[config.mk]
export PLATFORM = sky130hd
export DESIGN_NAME = analog_key_press_qualifier_unit
export DESIGN_NICKNAME = d
export VERILOG_FILES = /design/src/design/akpq_pkg.sv /design/src/design/akpq_front.sv /design/src/design/akpq_fifo.sv /design/src/design/akpq_back.sv /design/src/design/analog_key_press_qualifier_unit.sv
export VERILOG_INCLUDE_DIRS = /design/src /design/src/design
export SDC_FILE = /design/constraint.sdc
export NUM_CORES = 1
export LEC_CHECK = 0
export BUFFER_PORTS_ARGS = -buffer_cell sky130_fd_sc_hd__buf_2
export CAP_MARGIN = 20
export CORE_UTILIZATION = 47
export CTS_CLUSTER_DIAMETER = 60
export CTS_CLUSTER_SIZE = 24
export DETAILED_ROUTE_END_ITERATION = 16
export GPL_ROUTABILITY_DRIVEN = 0
export PLACE_DENSITY = 0.7
export SETUP_SLACK_MARGIN = 0.2
export SLEW_MARGIN = 20
export SYNTH_ARGS = -nofsm -noshare
export SYNTH_HDL_FRONTEND = slang
export SYNTH_SLANG_ARGS = --single-unit
[constraint.sdc]
create_clock -name i_clk -period 9.62 [get_ports i_clk]
set_clock_uncertainty 0.1 [all_clocks]
set_input_delay 0 -clock i_clk [delete_from_list [all_inputs] [get_ports i_clk]]
set_output_delay 0 -clock i_clk [all_outputs]
set_load 0.01 [all_outputs]
[src/design/analog_key_press_qualifier_unit_defines.svh]
// ----------------------------------------------------------------------------
// Analog key press qualifier - assertion macros
// Shared property wrappers for the qualifier's concurrent checks.
// ----------------------------------------------------------------------------
`ifndef ANALOG_KEY_PRESS_QUALIFIER_UNIT_DEFINES_SVH
`define ANALOG_KEY_PRESS_QUALIFIER_UNIT_DEFINES_SVH

// Same-cycle implication, disabled during reset.
`define AKPQ_ASSERT_NOW(label, clk, rst_n, ante, cons, msg) \
    label: assert property (@(posedge clk) disable iff (!(rst_n)) \
        (ante) |-> (cons)) else $error(msg);

// Next-cycle implication, disabled during reset.
`define AKPQ_ASSERT_NEXT(label, clk, rst_n, ante, cons, msg) \
    label: assert property (@(posedge clk) disable iff (!(rst_n)) \
        (ante) |=> (cons)) else $error(msg);

`endif

[src/design/akpq_pkg.sv]
// ----------------------------------------------------------------------------
// Analog key press qualifier - package
// Widths, codes and shared types of the qualifier.
// ----------------------------------------------------------------------------
package akpq_pkg;

    localparam int IDX_W        = 2;
    localparam int SAMPLE_W     = 12;
    localparam int LEVEL_COUNT  = 4;
    localparam int CFG_ADDR_W   = 3;
    localparam int IN_TDATA_W   = 16;
    localparam int OUT_TDATA_W  = 8;
    localparam int NUM_SWITCHES_DEF = 4;
    localparam int Q_DEPTH_DEF  = 4;
    localparam int STAY_MARGIN  = 3;

    localparam logic [SAMPLE_W-1:0] ACT_LEVEL_RST = 12'd2048;
    localparam logic [SAMPLE_W-1:0] REL_LEVEL_RST = 12'd1536;

    localparam logic CFG_BANK_ACT = 1'b0;
    localparam logic CFG_BANK_REL = 1'b1;

    typedef enum logic [1:0] {
        ZONE_ABOVE = 2'd0,
        ZONE_MID   = 2'd1,
        ZONE_DEEP  = 2'd2
    } t_zone;

    typedef enum logic [1:0] {
        TURN_NONE = 2'd0,
        TURN_DOWN = 2'd1,
        TURN_UP   = 2'd2
    } t_turn;

    typedef struct packed {
        logic [IDX_W-1:0]    switch_id;
        logic [SAMPLE_W-1:0] sample;
        t_zone               zone;
        logic                known;
    } t_item;

    typedef struct packed {
        t_turn            turn;
        logic             going_down;
        t_zone            zone;
        logic             pressed;
        logic [IDX_W-1:0] switch_id;
    } t_result;

    typedef struct packed {
        logic full;
        logic empty;
    } t_q_flags;

endpackage

[src/design/akpq_front.sv]
// ----------------------------------------------------------------------------
// Analog key press qualifier - front end
// Holds the level registers and classifies each incoming request into a zone.
// ----------------------------------------------------------------------------
module akpq_front
    import akpq_pkg::*;
#(
    parameter int NUM_SWITCHES = NUM_SWITCHES_DEF
) (
    input  logic                  i_clk,
    input  logic                  i_rst_n,
    input  logic                  i_cfg_we,
    input  logic [CFG_ADDR_W-1:0] i_cfg_addr,
    input  logic [SAMPLE_W-1:0]   i_cfg_wdata,
    input  logic [IDX_W-1:0]      i_switch_index,
    input  logic [SAMPLE_W-1:0]   i_position_sample,
    output t_item                 o_item
);

    logic [SAMPLE_W-1:0] r_act_level [LEVEL_COUNT];
    logic [SAMPLE_W-1:0] r_rel_level [LEVEL_COUNT];
    logic [SAMPLE_W-1:0] w_act;
    logic [SAMPLE_W-1:0] w_rel;

    always_ff @(posedge i_clk) begin
        if (!i_rst_n) begin
            for (int i = 0; i < LEVEL_COUNT; i++) begin
                r_act_level[i] <= ACT_LEVEL_RST;
                r_rel_level[i] <= REL_LEVEL_RST;
            end
        end else if (i_cfg_we) begin
            unique case (i_cfg_addr[CFG_ADDR_W-1])
                CFG_BANK_ACT: r_act_level[i_cfg_addr[IDX_W-1:0]] <= i_cfg_wdata;
                CFG_BANK_REL: r_rel_level[i_cfg_addr[IDX_W-1:0]] <= i_cfg_wdata;
                default: ;
            endcase
        end
    end

    assign w_act = r_act_level[i_switch_index];
    assign w_rel = r_rel_level[i_switch_index];

    always_comb begin
        o_item.switch_id = i_switch_index;
        o_item.sample    = i_position_sample;
        o_item.known     = ({1'b0, i_switch_index} < (IDX_W+1)'(NUM_SWITCHES));
        if (i_position_sample < w_rel) begin
            o_item.zone = ZONE_DEEP;
        end else if (i_position_sample < w_act) begin
            o_item.zone = ZONE_MID;
        end else begin
            o_item.zone = ZONE_ABOVE;
        end
    end

endmodule

[src/design/akpq_fifo.sv]
// ----------------------------------------------------------------------------
// Analog key press qualifier - request queue
// Short first-in first-out queue between the front and back ends.
// ----------------------------------------------------------------------------
module akpq_fifo
    import akpq_pkg::*;
#(
    parameter int DEPTH = Q_DEPTH_DEF
) (
    input  logic     i_clk,
    input  logic     i_rst_n,
    input  logic     i_push,
    input  t_item    i_item,
    input  logic     i_pop,
    output t_item    o_item,
    output t_q_flags o_flags
);

    localparam int PTR_W = $clog2(DEPTH);

    t_item            r_mem [DEPTH];
    logic [PTR_W:0]   r_wr_ptr;
    logic [PTR_W:0]   r_rd_ptr;

    always_ff @(posedge i_clk) begin
        if (!i_rst_n) begin
            r_wr_ptr <= '0;
            r_rd_ptr <= '0;
        end else begin
            if (i_push) begin
                r_wr_ptr <= r_wr_ptr + 1'b1;
            end
            if (i_pop) begin
                r_rd_ptr <= r_rd_ptr + 1'b1;
            end
        end
    end

    always_ff @(posedge i_clk) begin
        if (i_push) begin
            r_mem[r_wr_ptr[PTR_W-1:0]] <= i_item;
        end
    end

    assign o_item        = r_mem[r_rd_ptr[PTR_W-1:0]];
    assign o_flags.empty = (r_wr_ptr == r_rd_ptr);
    assign o_flags.full  = (r_wr_ptr[PTR_W] != r_rd_ptr[PTR_W])
                        && (r_wr_ptr[PTR_W-1:0] == r_rd_ptr[PTR_W-1:0]);

endmodule

[src/design/akpq_back.sv]
// ----------------------------------------------------------------------------
// Analog key press qualifier - back end
// Tracks per-switch history, decides turn and press, registers the result.
// ----------------------------------------------------------------------------
module akpq_back
    import akpq_pkg::*;
#(
    parameter int NUM_SWITCHES = NUM_SWITCHES_DEF
) (
    input  logic    i_clk,
    input  logic    i_rst_n,
    input  logic    i_avail,
    input  t_item   i_item,
    output logic    o_pop,
    output logic    o_valid,
    input  logic    i_ready,
    output t_result o_result
);

    logic [SAMPLE_W-1:0] r_last_sample [NUM_SWITCHES];
    t_zone               r_last_zone   [NUM_SWITCHES];
    logic                r_last_down   [NUM_SWITCHES];
    logic                r_valid;
    t_result             r_result;

    logic [SAMPLE_W-1:0] w_prev;
    t_zone               w_prev_zone;
    logic                w_prev_down;
    logic                w_down;
    logic                w_staying;
    t_turn               w_turn;
    t_result             n_result;

    always_comb begin
        w_prev      = '0;
        w_prev_zone = ZONE_ABOVE;
        w_prev_down = 1'b0;
        for (int i = 0; i < NUM_SWITCHES; i++) begin
            if (i_item.switch_id == IDX_W'(i)) begin
                w_prev      = r_last_sample[i];
                w_prev_zone = r_last_zone[i];
                w_prev_down = r_last_down[i];
            end
        end
    end

    always_comb begin
        w_down    = (i_item.sample < w_prev);
        w_staying = (i_item.zone == w_prev_zone)
                 && ({1'b0, i_item.sample}
                     < ({1'b0, w_prev} + (SAMPLE_W+1)'(STAY_MARGIN)));
        w_turn = TURN_NONE;
        if (!w_staying) begin
            if (w_down && !w_prev_down) begin
                w_turn = TURN_DOWN;
            end else if (!w_down && w_prev_down) begin
                w_turn = TURN_UP;
            end
        end
        n_result.switch_id  = i_item.switch_id;
        n_result.zone       = ZONE_ABOVE;
        n_result.going_down = 1'b0;
        n_result.turn       = TURN_NONE;
        n_result.pressed    = 1'b0;
        if (i_item.known) begin
            n_result.zone       = i_item.zone;
            n_result.going_down = w_down;
            n_result.turn       = w_turn;
            case (i_item.zone)
                ZONE_DEEP: n_result.pressed = 1'b1;
                ZONE_MID:  n_result.pressed = (w_turn != TURN_UP);
                default:   n_result.pressed = 1'b0;
            endcase
        end
    end

    assign o_pop = i_avail && (!r_valid || i_ready);

    always_ff @(posedge i_clk) begin
        if (!i_rst_n) begin
            r_valid <= 1'b0;
            for (int i = 0; i < NUM_SWITCHES; i++) begin
                r_last_sample[i] <= '0;
                r_last_zone[i]   <= ZONE_ABOVE;
                r_last_down[i]   <= 1'b0;
            end
        end else begin
            if (o_pop) begin
                r_valid <= 1'b1;
            end else if (i_ready) begin
                r_valid <= 1'b0;
            end
            for (int i = 0; i < NUM_SWITCHES; i++) begin
                if (o_pop && i_item.known && (i_item.switch_id == IDX_W'(i))) begin
                    r_last_sample[i] <= i_item.sample;
                    r_last_zone[i]   <= i_item.zone;
                    r_last_down[i]   <= w_down;
                end
            end
        end
    end

    always_ff @(posedge i_clk) begin
        if (o_pop) begin
            r_result <= n_result;
        end
    end

    assign o_valid  = r_valid;
    assign o_result = r_result;

endmodule

[src/design/analog_key_press_qualifier_unit.sv]
// ----------------------------------------------------------------------------
// Analog key press qualifier unit
// Rapid-trigger press qualification of analog key position samples.
// ----------------------------------------------------------------------------
// Requests enter on the s_axis channel: switch index and 12-bit position
// sample. Each request yields exactly one result on the m_axis channel:
// switch id, pressed, zone, going-down flag and turn code.
// Levels must be written through the i_cfg_* port only while the unit is
// idle (not enforced); index 0..3 are actuation, 4..7 release levels.
// A request passes through the queue, then the output register. Throughput
// is one request per cycle while m_axis_tready is high, set by the back-end
// history update, which reads and writes its switch state once per cycle.
// A request queue of QUEUE_DEPTH entries sits between classification and
// history update; s_axis_tready drops only when that queue is full, so a
// stalled receiver holds the registered result while the queue fills.
// Reset clears the queue, the output valid flag and the switch history, and
// loads the default levels.
// ----------------------------------------------------------------------------
`include "analog_key_press_qualifier_unit_defines.svh"

module analog_key_press_qualifier_unit
    import akpq_pkg::*;
#(
    parameter int NUM_SWITCHES = NUM_SWITCHES_DEF,
    parameter int QUEUE_DEPTH  = Q_DEPTH_DEF
) (
    input  logic                   i_clk,
    input  logic                   i_rst_n,
    input  logic                   i_cfg_we,
    input  logic [CFG_ADDR_W-1:0]  i_cfg_addr,
    input  logic [SAMPLE_W-1:0]    i_cfg_wdata,
    input  logic                   s_axis_tvalid,
    output logic                   s_axis_tready,
    // [1:0] switch_index, [13:2] position_sample, [15:14] zero
    input  logic [IN_TDATA_W-1:0]  s_axis_tdata,
    output logic                   m_axis_tvalid,
    input  logic                   m_axis_tready,
    // [1:0] switch_id, [2] pressed, [4:3] zone, [5] going_down, [7:6] turn
    output logic [OUT_TDATA_W-1:0] m_axis_tdata
);

    t_item    w_front_item;
    t_item    w_head_item;
    t_q_flags w_q_flags;
    logic     w_push;
    logic     w_pop;
    t_result  w_result;

    akpq_front #(
        .NUM_SWITCHES(NUM_SWITCHES)
    ) u_front (
        .i_clk            (i_clk),
        .i_rst_n          (i_rst_n),
        .i_cfg_we         (i_cfg_we),
        .i_cfg_addr       (i_cfg_addr),
        .i_cfg_wdata      (i_cfg_wdata),
        .i_switch_index   (s_axis_tdata[IDX_W-1:0]),
        .i_position_sample(s_axis_tdata[IDX_W+SAMPLE_W-1:IDX_W]),
        .o_item           (w_front_item)
    );

    assign s_axis_tready = !w_q_flags.full;
    assign w_push        = s_axis_tvalid && s_axis_tready;

    akpq_fifo #(
        .DEPTH(QUEUE_DEPTH)
    ) u_queue (
        .i_clk  (i_clk),
        .i_rst_n(i_rst_n),
        .i_push (w_push),
        .i_item (w_front_item),
        .i_pop  (w_pop),
        .o_item (w_head_item),
        .o_flags(w_q_flags)
    );

    akpq_back #(
        .NUM_SWITCHES(NUM_SWITCHES)
    ) u_back (
        .i_clk   (i_clk),
        .i_rst_n (i_rst_n),
        .i_avail (!w_q_flags.empty),
        .i_item  (w_head_item),
        .o_pop   (w_pop),
        .o_valid (m_axis_tvalid),
        .i_ready (m_axis_tready),
        .o_result(w_result)
    );

    assign m_axis_tdata = w_result;

    `AKPQ_ASSERT_NOW(a_pop_needs_entry, i_clk, i_rst_n, w_pop, !w_q_flags.empty,
        "pop from empty queue")
    `AKPQ_ASSERT_NOW(a_deep_is_pressed, i_clk, i_rst_n,
        m_axis_tvalid && (w_result.zone == ZONE_DEEP), w_result.pressed,
        "deep zone not pressed")
    `AKPQ_ASSERT_NOW(a_unknown_switch_quiet, i_clk, i_rst_n,
        m_axis_tvalid && ({1'b0, w_result.switch_id} >= (IDX_W+1)'(NUM_SWITCHES)),
        m_axis_tdata[OUT_TDATA_W-1:IDX_W] == '0, "unknown switch result not zero")
    `AKPQ_ASSERT_NEXT(a_stall_holds_result, i_clk, i_rst_n,
        m_axis_tvalid && !m_axis_tready, m_axis_tvalid && $stable(w_result),
        "stalled result changed")

endmodule
==> reports/qor.yml <==
drt:
  wl_met3_um: 500
  first_pass_iters: 4
  vias_per_cell: 5.22
  wl_met1_mm: 8.21
  drt_iter0_drc: 234
  vias: 6182
  route.met2.wl_mm: 11.3
  wl_per_cell_um: 17.3
  post-route-drc-count: 0
  drt_wl_total_mm: 20.5
  highest_layer: "met4"
  detail-route-antenna-nets: 0
critical_path:
  ff2ff_path_depth: 17
  path_cells: "mux4_2 -> buf_4 -> mux2i_1 -> mux2_2 -> ha_1 -> nor2b_4 -> nand2_4 -> nor2_1 -> nand3_1 -> xnor2_1 -> ha_1 -> a21o_1 -> a21oi_1 -> o21ai_0 -> a21oi_1 -> o211ai_2 -> and3_1"
  critPathCaptureType: "register"
  critical-path-max-stage-delay_ps: 840
  cp_data_required_time_ps: 9780
  critical_path_arrival_ps: 4820
  criticalPathCategory: "reg2reg"
  cp_max_fo: 45
  startpoint_type: "register"
  cp_slowest_cell: "dfxtp_1"
power_and_ir_drop:
  p_leak_nw: 4.83
  switching_power_mw: 1.01
  ir_drop_mv: 0.143
  power_density_nw_per_um2: 242
  p_seq_share_pct: 43.0
  combPwrFrac_pct: 30.7
  p_sw_share_pct: 32.3
  p_total_mw: 3.12
  pwr-share-clk_pct: 26.3
  intPower_mw: 2.11
synthesis:
  synth_area_um2: 11400
  synth_top_area_share_pct: 59.3
  ys_ff_latch: 237
  syn_area_per_cell_um2: 14.6
  synth_warnings: 0
  synth-edff-count: 225
  ys_seq_area_share_pct: 61.5
  syn-num-nets: 869
  netlist_top_cells_area: "edfxtp_1 59%, mux4_2 8.1%, and2_1 7.5%, ha_1 5.7%, mux2i_1 3.2%"
  synth_top_flop_cell: "edfxtp_1"
  ys_types: 51
  yosysTopAreaCell: "edfxtp_1"
  syn_inst: 781
  async_reset_ff_share_pct: 0
global_route:
  antenna_found_initial: 0
  grt_max_degree: 46
  grt_usage_pct: 17.3
  grt_pass1_wl_mm: 32.6
  grt_pass1_vias: 6259
  grt_overflow: 0
finish:
  final_nets: 941
  layout_common_cells: "225 x edfxtp_1, 136 x and2_1, 52 x ha_1"
  fillers: 1956
  regArea_um2: 7000
  multi_input_area_um2: 4100
  num_antenna_cells: 0
  layout-drive-gt1-share_pct: 16.5
  final_util_pct: 54.6
  syn2layout_area_growth_pct: 13.3
  final_common_cell: "edfxtp_1"
min_path:
  hold_class: "in2reg"
  holdPathStages: 3
die:
  row_count: 56
  pin_count: 46
  start_util_pct: 48.2
  die_h_um: 158
  die_x_um: 158
  core_area_um2: 23600
  die_area_um2: 24800
timing:
  finalHoldViolations: 0
  slew_viol_final: 0
  max_freq_mhz: 215
  tightest_slew_ps: 1120
  setup_tns_ps: 0
  period_share_pct: 48.4
  min_period_ps: 4660
  setup-violations-final: 0
  fin_hold_ws_ps: 81.5
  rsz0062_at_grt: "false"
  slew_headroom_pct: 25.0
clocking:
  tritoncts: "yes"
  numCtsBuffers: 19
  cts_setup_buffers: 0
  htreeDepth: 1
  clk_pin_slew_worst_paths_ps: 80
  clkSinkCount: 237
  clk_latency_ps: 500
  cts_buffer_depth: 3
  root_buffer: "clkbuf_16"
place:
  dp_hpwl_mm: 14.3
  port_buffers: 43
job:
  max_cap_viol_count: 0
run_status:
  outcome: "finished, final reports clean"
power groups by stage:
stage               clock [mW]  combinational, mW  sequential (mW)
finish                   0.820              0.958             1.34
global route             0.864               1.08             1.36
CTS                      0.836              0.972             1.35
detailed placement           0              0.960             1.37
global placement             0              0.942             1.36
floorplan                    0              0.735             1.36
per-stage QoR:
| step | cell area, um2 | cells | setup slack [ps] |
|---|---|---|---|
| final | 12900 | 1184 | 4960 |
| after global routing | 12900 | 1184 | 4580 |
| after CTS | 12900 | 1184 | 4890 |
| after detailed placement | 11900 | 1119 | 4890 |
| after global placement | 11900 | 1119 | 4920 |
| after floorplan | 11400 | 781 | 5600 |
synth_stat cells (2+ instances only):
library cell and count:
nor3b_1 3, and3_1 5, nor2b_1 7, nand3_1 4, nand2b_1 13, xor2_1 7, nor3_2 2, nand4_1 9
xnor2_1 12, buf_2 5, a21oi_1 15, o21ai_0 18, o21a_1 2, mux4_2 41, and4_1 2, inv_1 39
nand3b_1 2, o21ai_1 4, nor2_1 32, buf_1 4, nor4_1 2, a21o_1 7, a211oi_1 4, o211ai_1 6
ha_1 52, mux2_2 3, buf_6 5, mux2i_1 36, nor3_1 9, nand2_1 18, dfxtp_1 12, edfxtp_1 225
and2_1 136, or3_1 7, clkbuf_1 17
cell families (layout without fill, tap and decap cells):
family | Yosys count | count (layout) | share of synthesized area (%)
adder cells (fa/ha/maj) | 52 | 52 | 5.71
XOR/XNOR | 19 | 19 | 1.46
AND/OR/NAND/NOR | 258 | 258 | 13.4
flip-flops | 237 | 237 | 61.5
buffers and inverters | 71 | 155 | 2.73
AO/OA/AOI/OAI | 63 | 63 | 3.51
multiplexers | 81 | 81 | 11.8
final cells by class:
type / count / area share, %
Tap cell: 319 / 3.10
Multi-Input combinational cell: 473 / 31.8
Timing Repair Buffer: 82 / 4.56
Inverter: 40 / 1.16
Clock buffer: 22 / 4.02
Clock inverter: 11 / 1.10
Sequential cell: 237 / 54.3
routing by layer:
layer,global-route usage [%],vias to the layer above
li1,-,3033
met1,19.9,3049
met2,33.6,77
met3,2.00,23
met4,4.44,0
met5,0,-
sequential cells by signal (all words and copies together) (netlist names), named ones only:
signal                count
u_back.o_result           8
u_front.r_act_level      48
u_queue.r_rd_ptr          3
u_back.r_last_zone        8
u_queue.r_wr_ptr          3
u_back.o_valid            1
u_front.r_rel_level      48
u_back.r_last_down        4
u_back.r_last_sample     48
u_queue.r_mem            64
worst max-delay path, delay by kind of cell (launching register included):
kind,cells,cell delay (ps)
multiplexers,3,870
flip-flops,1,840
AND/OR/NAND/NOR,5,720
AO/OA/AOI/OAI,5,690
buffers and inverters,1,520
adder cells (fa/ha/maj),2,520
XOR/XNOR,1,160
worst paths after layout:
path / slack (ps) / endpoint / startpoint
max: 4960 / u_back.o_result[7]$_DFFE_PP_ / register
min: 80 / u_back.r_last_zone[0][7]$_SDFFCE_PN0P_ / i_rst_n
max reg2reg: 4960 / u_back.o_result[7]$_DFFE_PP_ / register
min reg2reg: 400 / u_back.o_valid$_SDFFE_PN0P_ / u_back.o_valid$_SDFFE_PN0P_
repair_timing:
action / in CTS / in global routing
hold buffers: 32 / 0
gates resized for setup: 0 / 0
hold endpoints to repair: 151 / 0
Power figures use the tool's default switching activity.
